$ cat config.mk
export PLATFORM = sky130hd
export DESIGN_NAME = lc3_ram
export DESIGN_NICKNAME = d
export VERILOG_FILES = /design/src/rtl/lc3_ram.sv
export SDC_FILE = /design/constraint.sdc
export NUM_CORES = 1
export LEC_CHECK = 0
export BUFFER_PORTS_ARGS = -buffer_cell sky130_fd_sc_hd__buf_4
export CAP_MARGIN = 25
export CORE_MARGIN = 2
export CORE_UTILIZATION = 55
export DETAILED_ROUTE_END_ITERATION = 7
export PLACE_DENSITY = 0.76
export SYNTH_ARGS = -nofsm -noshare
export SYNTH_HDL_FRONTEND = slang
export SYNTH_SLANG_ARGS = --single-unit
$ cat constraint.sdc
create_clock -name clk -period 2 [get_ports clk]
set_input_delay 0 -clock clk [delete_from_list [all_inputs] [get_ports clk]]
set_output_delay 0 -clock clk [all_outputs]
set_load 0.01 [all_outputs]
$ cat src/rtl/lc3_ram.sv
// generic synchronous ram: one write port, one read port, registered read
// no dependencies
`default_nettype none
module lc3_ram #(
	parameter int WIDTH = 16,
	parameter int DEPTH = 8
) (
	input  wire logic                     clk,
	input  wire logic                     we,
	input  wire logic [$clog2(DEPTH)-1:0] waddr,
	input  wire logic [WIDTH-1:0]         wdata,
	input  wire logic [$clog2(DEPTH)-1:0] raddr,
	output logic      [WIDTH-1:0]         rdata
);

	logic [WIDTH-1:0] mem [DEPTH];

	always_ff @(posedge clk) begin
		if (we) begin
			mem[waddr] <= wdata;
		end
		rdata <= mem[raddr];
	end

endmodule
`default_nettype wire
# Word level (Yosys, flattened, before mapping)
# Memory sizes are Yosys's and may differ from the RTL's. A register that Yosys moved wholly into a read port is not among the register bits.
# Cells that the tools add are included.
dict set report op_classes {
  div_mod_pow 0
  reduce_logical 0
  n_eq_ne 0
  bitwise 0
  n_shift 0
  muxes 2
  n_addsub 0
  mul 0
  n_lt_le_gt_ge 0
}
# op count
set ops {}
lappend ops {{2-to-1 mux 1 bit} 2}
dict set report totals {
  n_memories 1
  reg_bits 0
  romBits 0
  output_inout_bits 16
  ramBits 128
  in_bits 24
  wordCells 3
  latch_bits 0
}
# name words width rd rd_clocked_by_memory_dff wr line_no
set memory_table {}
lappend memory_table {mem 8 16 1 1 1 16} ;# logic [WIDTH-1:0] mem [DEPTH];

# Longest topological paths before layout
# Gate-level depths: netlist of run 1.
dict set report depth {
  word_depth 2
  ltp_mapped 4
  depth_no_buf 2
}

# Worst setup path after synthesis of run 1
# OpenSTA, ideal clock, no wires.
dict set report synth_timing {
  path_kind {input to register}
  from {in waddr[2]}
  to {mem mem[0][0] (enable)}
  cell_stages 2
  setup_slack_ps 277
  path_buffers 0
  required_time_ps 1591
  setup_time_ps 409
  t_arrival_ps 1313
  path_cell_list {nand2b_1 > nor3_1}
}
# item line_no
set synth_rtl {}
lappend synth_rtl {{from (decl)} 10} ;# input wire logic [$clog2(DEPTH)-1:0] waddr,
lappend synth_rtl {{to (decl)} 16}
# Straight into the memory's write port.

==> results of run 1 <==
## state kept, by name, summed over array words and instances (netlist names)
| register | flops |
|---|---|
| mem | 128 |
| rdata | 16 |
## timing repair
action	in CTS	in global routing
hold buffers	17	0
endpoints found under the hold margin	144	0
endpoints found under the setup margin	0	0
## worst min path at each step
stage	from	end	slack (ns)
6_report	waddr[0]	mem[0][3]	0.05
2_1_floorplan	wdata[0]	mem[0][0]	0.1
4_1_cts	waddr[0]	mem[0][5]	0.04
3_3_place_gp	wdata[0]	mem[0][0]	0.23
5_1_grt	waddr[0]	mem[0][5]	0.06
3_5_place_dp	wdata[2]	mem[0][2]	0.24
## stage by stage
| stage | hold WS, ns | utilization [%] |
|---|---|---|
| floorplan | 0.0989 | - |
| global placement | 0.230 | 62.0 |
| detailed placement | 0.236 | 62.0 |
| CTS | 0.0427 | 69.4 |
| global route | 0.0563 | 69.4 |
| finish | 0.0532 | 69.4 |
## final cells by class
cell class                      count  share of cell area [%]
Multi-Input combinational cell     61                    16.7
Tap cell                          129                    2.50
Clock inverter                     14                    1.65
Clock buffer                       18                    6.48
Timing Repair Buffer               64                    8.11
Sequential cell                   144                    64.6
## synth_stat cells
library cell	n	share of area, %
nand2b_1	3	0.35
mux4_2	4	1.7
nand2_1	2	0.14
nor2_1	6	0.43
buf_1	4	0.28
mux4_1	28	14
nor3_1	2	0.19
mux2_2	16	3.4
buf_6	4	0.85
clkbuf_2	1	0.094
edfxtp_1	128	73
dfxtp_1	16	6.1
## routing by layer
layer	track usage (%)	part of all wire, %	vias up
li1	-	-	1069
met2	29.6	51	68
met1	26.0	44	1247
met5	0	0	-
met3	4.65	4.3	8
met4	6.87	1.1	0
## power groups by stage
stage | clock [mW] | sequential, mW | combinational (mW)
finish | 2.75 | 3.43 | 0.371
floorplan | 0 | 3.50 | 0.171
detailed placement | 0 | 3.49 | 0.347
global route | 2.91 | 3.44 | 0.402
CTS | 2.81 | 3.43 | 0.377
global placement | 0 | 3.49 | 0.337
## kinds of logic (layout without fill, tap and decap cells)
group                  Yosys count  after routing  share of synthesized area (%)
buffers and inverters            9             96                           1.23
flip-flops                     144            144                           78.7
AND/OR/NAND/NOR                 13             13                           1.11
multiplexers                    48             48                           19.0
## tightest hold or removal path, stage by stage
cell    delay [ns]
buf_4         0.11
nor3_2        0.04
buf_4         0.21
==> impl_metrics.toml, run 1 <==
[logic_synthesis]
syn_inst = 214
yosys_warnings = 0
syn_area_sq_mm = 0.00529
synth-seq-cells = 144
synth_nets = 238
ys_types = 12
yosysSeqAreaShare_pct = 78.7
avgSynthCellArea_sq_um = 24.7

[cts]
clkLatencyLatePin_ns = 0.51
cts_resized = 0
cts.sinks = 144
htreeDepth = 4
clk_pin_slew_worst_paths_ns = 0.06
root_buffer = "clkbuf_8"
post_cts_buffers = 0
numCtsBuffers = 17
cts_tree = "done"
clockBufferDepth = 2

[pwr]
p_comb_share_pct = 5.7
cellPowerDensity_mw_per_mm2 = 1020
p_total_mw = 6.55
p_switching_mw = 1.42
leakage_nw = 2.24
ir_worst_vdd_mv = 0.619
p_seq_share_pct = 52.3
clkPwrFrac_pct = 42.0
intPower_mw = 5.13
netSwitchingFraction_pct = 21.6

[cells_and_area]
instances_no_fill = 430
nFillCells = 576
regArea_sq_mm = 0.00416
multi_input_area_sq_mm = 0.00107
drive_above_1_share_pct = 32.9
num_antenna_cells = 0
final_cell_mix = "edfxtp_1, buf_4, mux4_1"
final_common_cell = "edfxtp_1"
finalNetCount = 312
syn_to_final_growth_pct = 21.8
stdcell_area_sq_mm = 0.00645

[timing]
finalSetupViolCount = 0
min_period_over_period_pct = 67.6
fin_crit_ns = 1.35
slew-limit-headroom_pct = 62.8
setup_ws_ns = 0.649
rsz0062_at_grt = "no"
fmax_mhz = 740
fin_tns_setup_ns = 0
fin_skew_ns = 0.00574
tightest_slew_ns = 0.558
hold_viol_final = 0
finalMaxSlewViolations = 0

[route]
via_per_inst = 5.56
drc = 0
wl_per_cell_um = 20.6
wl_mm = 8.87
ant_nets = 0
vias = 2392
first_iter_violations = 131
dr.pass1.iters = 4

[min_path]
hold_depth = 3
hold_class = "input port to flip-flop"

[worst_setup_path]
r2r_start = "mem[3][4]"
critPathSlowestCell = "mux4_1"
cp_max_fo = 1
critPathRequiredTime_ns = 2.39
cp.arrival_ns = 1.74
path_class = "flip-flop to flip-flop"
crit_chain = "mux4_1 -> mux2_2"
end_kind = "flip-flop"
rrSetupSlack_ns = 0.65
crit_buf_inv = 0
r2r-end = "rdata[4]"
startpoint_type = "flip-flop"
reg2reg_depth = 2
startpoint = "mem[3][4]"
slowest_delay_ns = 0.54
cp_top_family = "multiplexers"
critical_path_depth = 2
endpoint = "rdata[4]"

[floorplanning]
die_y_um = 102
initial_utilization_pct = 57.0
die_area_sq_mm = 0.0104
coreArea_sq_mm = 0.00928
fp.dieW_um = 102
rows = 35
ioPinCount = 40

[placed_design]
dp.cells = 381
post-place-ws_ns = 0.500
hpwl_mm = 4.35
gp_congestion = 0.652
dpl_cell_area_sq_mm = 0.00575
io_buffers = 39

[global_route]
antenna_found_initial = 0
grt_pass1_vias = 2455
grt_start_max_net_pins = 33
track_usage_pct = 18.8
grt_pass1_wl_mm = 13.6
grt_overflow = 0

[status]
status = "finished, final reports clean"

[run]
cap_violations = 0
(Power assumes the default switching activity.)
==> inputs of run 2 (changes only) <==
--- a/config.mk
+++ b/config.mk
@@ -5,12 +5,13 @@
 export SDC_FILE = /design/constraint.sdc
 export NUM_CORES = 1
 export LEC_CHECK = 0
+export ABC_AREA = 1
 export BUFFER_PORTS_ARGS = -buffer_cell sky130_fd_sc_hd__buf_4
 export CAP_MARGIN = 25
 export CORE_MARGIN = 2
-export CORE_UTILIZATION = 55
+export CORE_UTILIZATION = 54
 export DETAILED_ROUTE_END_ITERATION = 7
-export PLACE_DENSITY = 0.76
+export PLACE_DENSITY = 0.77
 export SYNTH_ARGS = -nofsm -noshare
 export SYNTH_HDL_FRONTEND = slang
 export SYNTH_SLANG_ARGS = --single-unit
==> constraint.sdc (replaced) <==
create_clock -name clk -period 1.2 [get_ports clk]
set_input_delay 0 -clock clk [delete_from_list [all_inputs] [get_ports clk]]
set_output_delay 0 -clock clk [all_outputs]
set_load 0.01 [all_outputs]
==> run 2 against run 1 <==
  * Design area is 11% higher
  * Utilization is 3.3 points lower
  * Critical endpoint is now rdata[1]
  * Hold slack better by 0.010 ns
  * Clock-buffer cell count is 1 higher
  * Routed wire length is 39% higher
  * Global-route usage is 4.0 points higher
  * Critical path type is now flip-flop to primary output
==> impl_metrics.toml, run 2 <==
[pwr]
p_total_mw = 11.3
cellPowerDensity_mw_per_mm2 = 1580
ir_worst_vdd_mv = 1.04
leakage_nw = 3.33

[cells_and_area]
regMostFlops = "mem"
instances_no_fill = 808
stdcell_area_sq_mm = 0.00717
final_cell_mix = "nand2_1, inv_1, edfxtp_1"
largest_register_ffs = 128
finalNetCount = 679
final_common_cell = "nand2_1"
reg_top3 = "mem (128), rdata (16)"
syn_to_final_growth_pct = 19.8
num_antenna_cells = 0
nFillCells = 789
final_util_pct = 66.2
drive_above_1_share_pct = 12.3

[worst_setup_path]
cp.arrival_ns = 1.00
crit_buf_inv = 1
path_class = "flip-flop to primary output"
critPathSlowestCell = "dfxtp_1"
end_kind = "primary output"
cp_max_fo = 1
startpoint_type = "flip-flop"
cp_top_family = "flip-flops"
crit_chain = "buf_4"
slowest_delay_ns = 0.36
critPathRequiredTime_ns = 1.20

[min_path]
hold_class = "input port to flip-flop"

[logic_synthesis]
synth.area.top_cells = "edfxtp_1, nand2_1, inv_1"
synthSimpleGateAreaFrac_pct = 19.3
synth_compound_area_share_pct = 0
avgSynthCellArea_sq_um = 10.2
ys_types = 10
synth_commonest_cells = "nand2_1, inv_1, edfxtp_1, nand3_1, dfxtp_1"
yosys.area.top_type = "edfxtp_1"
syn_inst = 587
yosysMostFrequentCell = "nand2_1"
synth-edff-count = 128
synthAdderAreaFrac_pct = 0
synth_top_family_by_area = "simple AND/OR/NAND/NOR gates"
yosys_warnings = 0
ys.flop_type = "edfxtp_1"
synth_nets = 611
synthMuxAreaShare_pct = 0
synth-seq-cells = 144
yosysSeqAreaShare_pct = 69.5
syn_area_sq_mm = 0.00599
synthArstFlopShare_pct = 0
yosysTopAreaCellShare_pct = 64.2
synthXorXnorAreaFrac_pct = 0

[floorplanning]
rows = 38
fp.dieW_um = 109
initial_utilization_pct = 55.3
die_area_sq_mm = 0.0119
coreArea_sq_mm = 0.0108
ioPinCount = 40
die_y_um = 109

[cts]
clkLatencyLatePin_ns = 0.52
clk_pin_slew_worst_paths_ns = 0.06
htreeDepth = 4
clockBufferDepth = 2
cts.sinks = 144
cts_resized = 0
cts_tree = "done"
root_buffer = "clkbuf_8"
numCtsBuffers = 17

[route]
dr.pass1.iters = 5
drc = 0
ant_nets = 0
wl_per_cell_um = 15.2
vias = 3938
wl_mm = 12.3
via_per_inst = 4.87
first_iter_violations = 344

[timing]
fmax_mhz = 996
finalMaxSlewViolations = 0
hold_viol_final = 0
fin_skew_ns = 0.00750
fin_crit_ns = 1.00
min_period_over_period_pct = 83.6
fin_tns_setup_ns = 0
rsz0062_at_grt = "no"
setup_ws_ns = 0.196
finalSetupViolCount = 0
tightest_slew_ns = 0.618
slew-limit-headroom_pct = 58.8
whs_ns = 0.0636

[status]
status = "finished, final reports clean"

[placed_design]
dpl_cell_area_sq_mm = 0.00646
io_buffers = 39
post-place-ws_ns = 0.190
hpwl_mm = 7.22
gp_congestion = 0.793
dp.cells = 759

[run]
cap_violations = 0

[global_route]
antenna_found_initial = 0
grt_start_max_net_pins = 65
grt_pass1_vias = 4060
track_usage_pct = 22.8
grt_pass1_wl_mm = 19.9
grt_overflow = 0
==> run 2: cell families (layout without fill, tap and decap cells) <==
logic type / after synthesis / in the layout
AND/OR/NAND/NOR: 286 / 286
buffers and inverters: 157 / 238
flip-flops: 144 / 144
==> run 2: path summary, 6_finish.rpt <==
check	startpoint	end	slack, ns	depth (start not counted)
hold reg to reg	mem[1][11]	rdata[11]	0.63	6
hold / removal	raddr[1]	rdata[11]	0.06	7
setup reg to reg	mem[0][7]	rdata[7]	0.30	6
setup / recovery	rdata[1]	rdata[1]	0.20	1
==> run 2: area by class of cell <==
type / instances / area, sq um / share of cell area [%]
Sequential cell: 144 / 4160 / 58.0
Multi-Input combinational cell: 286 / 1160 / 16.1
Timing Repair Buffer: 72 / 633 / 8.82
Inverter: 134 / 503 / 7.01
Clock buffer: 19 / 422 / 5.88
Tap cell: 140 / 175 / 2.44
Clock inverter: 13 / 121 / 1.69
==> run 2: repair_timing <==
| item | CTS | global route |
|---|---|---|
| hold endpoints to repair | 143 | 0 |
| setup buffers | 0 | 0 |
| hold buffers | 17 | 0 |
==> run 2: per-layer routing <==
metal	track usage, %	share of wire (%)	vias up
met5	0	0	-
met4	11.1	2.1	0
met3	5.51	5.8	22
met2	39.1	52	155
met1	26.9	40	1805
li1	-	-	1956
==> run 2: power breakdown <==
part | switching [mW] | internal (mW) | total, mW | leakage [nW]
clock | 1.89 | 2.91 | 4.79 | 0.247
combinational | 0.497 | 0.326 | 0.823 | 1.78
sequential | 0.0561 | 5.66 | 5.72 | 1.30
==> inputs of run 3 (changes only) <==
==> constraint.sdc (replaced) <==
create_clock -name clk -period 0.85 [get_ports clk]
set_input_delay 0 -clock clk [delete_from_list [all_inputs] [get_ports clk]]
set_output_delay 0 -clock clk [all_outputs]
set_load 0.01 [all_outputs]
==> run 3 against run 2 <==
  * The flow now finishes with violations (setup timing)
  * Setup slack worse by 0.31 ns
  * Clock power up 49%
  * Critical path depth unchanged
  * Combinational power up 60%
  * Final cell count up 0.74%
  * Utilization up 3.2 points
  * Clock skew down 0.0024 ns
  * Clock-buffer cell count up 2
  * Via count up 3.8%
  * Hold slack worse by 0.017 ns
  * Largest cell class unchanged
==> impl_metrics.toml, run 3 (synthesis results as in run 2) <==
[cells_and_area]
num_antenna_cells = 0
reg_top3 = "mem (128), rdata (16)"
nFillCells = 747
final_util_pct = 69.4
multi_input_area_sq_mm = 0.00126
largest_register_ffs = 128
finalNetCount = 685
drive_above_1_share_pct = 20.8
final_cell_mix = "nand2_1, inv_1, edfxtp_1"
final_common_cell = "nand2_1"
syn_to_final_growth_pct = 25.6
regMostFlops = "mem"
stdcell_area_sq_mm = 0.00752
regArea_sq_mm = 0.00418

[floorplanning]
rows = 38
coreArea_sq_mm = 0.0108
ioPinCount = 40
die_area_sq_mm = 0.0119
initial_utilization_pct = 55.3
fp.dieW_um = 109
die_y_um = 109

[cts]
root_buffer = "clkbuf_8"
cts_tree = "done"
cts.sinks = 144
clkLatencyLatePin_ns = 0.52
clockBufferDepth = 2
numCtsBuffers = 17
clk_pin_slew_worst_paths_ns = 0.06
htreeDepth = 4
post_cts_buffers = 0

[global_route]
track_usage_pct = 22.9
use_met2_pct = 39.1
grt_use_met1_pct = 27.9
grt_start_max_net_pins = 47
gr-max-usage-layer = "met2"
grt_util_met3_pct = 5.69
antenna_found_initial = 0
grt_pass1_vias = 4187
grt_pass1_wl_mm = 20.1
grt_overflow = 0

[timing]
min_period_over_period_pct = 113
setup_ws_ns = -0.114
fin_crit_ns = 0.964
rsz0062_at_grt = "yes"
tightest_slew_ns = 0.301
slew-limit-headroom_pct = 79.9
finalMaxSlewViolations = 0
hold_viol_final = 0
fin_skew_ns = 0.00505
fmax_mhz = 1040
finalSetupViolCount = 24

[worst_setup_path]
end_kind = "primary output"
startpoint = "rdata[4]"
startpoint_type = "flip-flop"
critical_path_depth = 1
r2r-end = "rdata[3]"
crit_chain = "buf_6"
r2r_start = "mem[0][3]"
critPathRequiredTime_ns = 0.85
path_class = "flip-flop to primary output"
rrSetupSlack_ns = -0.03
endpoint = "rdata[4]"
crit_buf_inv = 1
critPathSlowestCell = "dfxtp_2"
cp_max_fo = 1
reg2reg_depth = 6
cp_top_family = "flip-flops"
cp.arrival_ns = 0.96
slowest_delay_ns = 0.32

[route]
wl_mm = 12.5
dr.pass1.iters = 5
drc = 0
first_iter_violations = 287
vias = 4089
via_per_inst = 5.02
wl_per_cell_um = 15.4
ant_nets = 0

[min_path]
hold_class = "input port to flip-flop"

[pwr]
p_total_mw = 16.5
p_comb_share_pct = 8.0
p_switching_mw = 3.59
netSwitchingFraction_pct = 21.7
intPower_mw = 13.0
p_seq_share_pct = 48.9
leakage_nw = 3.45
ir_worst_vdd_mv = 1.55
cellPowerDensity_mw_per_mm2 = 2200
clkPwrFrac_pct = 43.1

[placed_design]
hpwl_mm = 7.29
dpl_cell_area_sq_mm = 0.00662
io_buffers = 39
gp_congestion = 0.788

[status]
violations = "setup timing"
status = "finished with violations"

[run]
cap_violations = 0
==> run 3: cell types whose count changed in the layout (fill, tap and decap cells not counted), sizes merged <==
cell / change
clkinv: -1
clkbuf: +2
clkinvlp: -1
buf: +6
==> run 3: final cells by class <==
| type | instances | area share, % |
|---|---|---|
| clock inverter | 11 | 1.51 |
| multi-input combinational | 286 | 16.8 |
| clock buffer | 21 | 6.10 |
| timing repair buffer | 78 | 11.0 |
| tap | 140 | 2.33 |
| sequential | 144 | 55.6 |
| inverter | 134 | 6.68 |
==> run 3: per-stage QoR <==
step | worst slack (ns) | instances | setup TNS, ns | hold WS [ns]
finish | -0.114 | 814 | -1.68 | 0.0471
global route | -0.148 | 814 | -3.14 | 0.0604
CTS | -0.122 | 814 | -1.91 | 0.0368
detailed placement | -0.104 | 765 | -9.97 | 0.241
global placement | -0.0965 | 765 | -8.15 | 0.234
floorplan | -0.170 | 587 | -18.04 | 0.0989
==> run 3: what timing repair did <==
item / CTS / global route
hold buffers: 17 / 0
endpoints found under the setup margin: 23 / 32
pin swaps: 10 / 36
endpoints found under the hold margin: 144 / 0
resized for setup: 29 / 27
==> run 3: worst min path at each step <==
| stage | startpoint | endpoint | slack [ns] | depth (start not counted) |
|---|---|---|---|---|
| 2_1_floorplan | wdata[0] | mem[0][0] | 0.1 | 0 |
| 3_3_place_gp | wdata[4] | mem[7][4] | 0.23 | 1 |
| 3_5_place_dp | wdata[11] | mem[3][11] | 0.24 | 1 |
| 4_1_cts | raddr[1] | rdata[4] | 0.04 | 6 |
| 5_1_grt | raddr[1] | rdata[3] | 0.06 | 6 |
| 6_report | raddr[1] | rdata[4] | 0.05 | 6 |
==> run 3: per-layer routing <==
metal,vias to the layer above,routed length (um)
met3,29,696
li1,1968,-
met5,-,0
met1,1944,5000
met4,0,305
met2,148,6500
==> run 3: power by group through the flow <==
stage / logic (mW) / registers [mW] / clock network [mW]
after detailed placement: 1.16 / 8.21 / 0
after global routing: 1.45 / 8.11 / 7.53
after floorplan: 0.600 / 8.24 / 0
after CTS: 1.29 / 8.09 / 7.18
final: 1.32 / 8.10 / 7.13
after global placement: 1.11 / 8.20 / 0
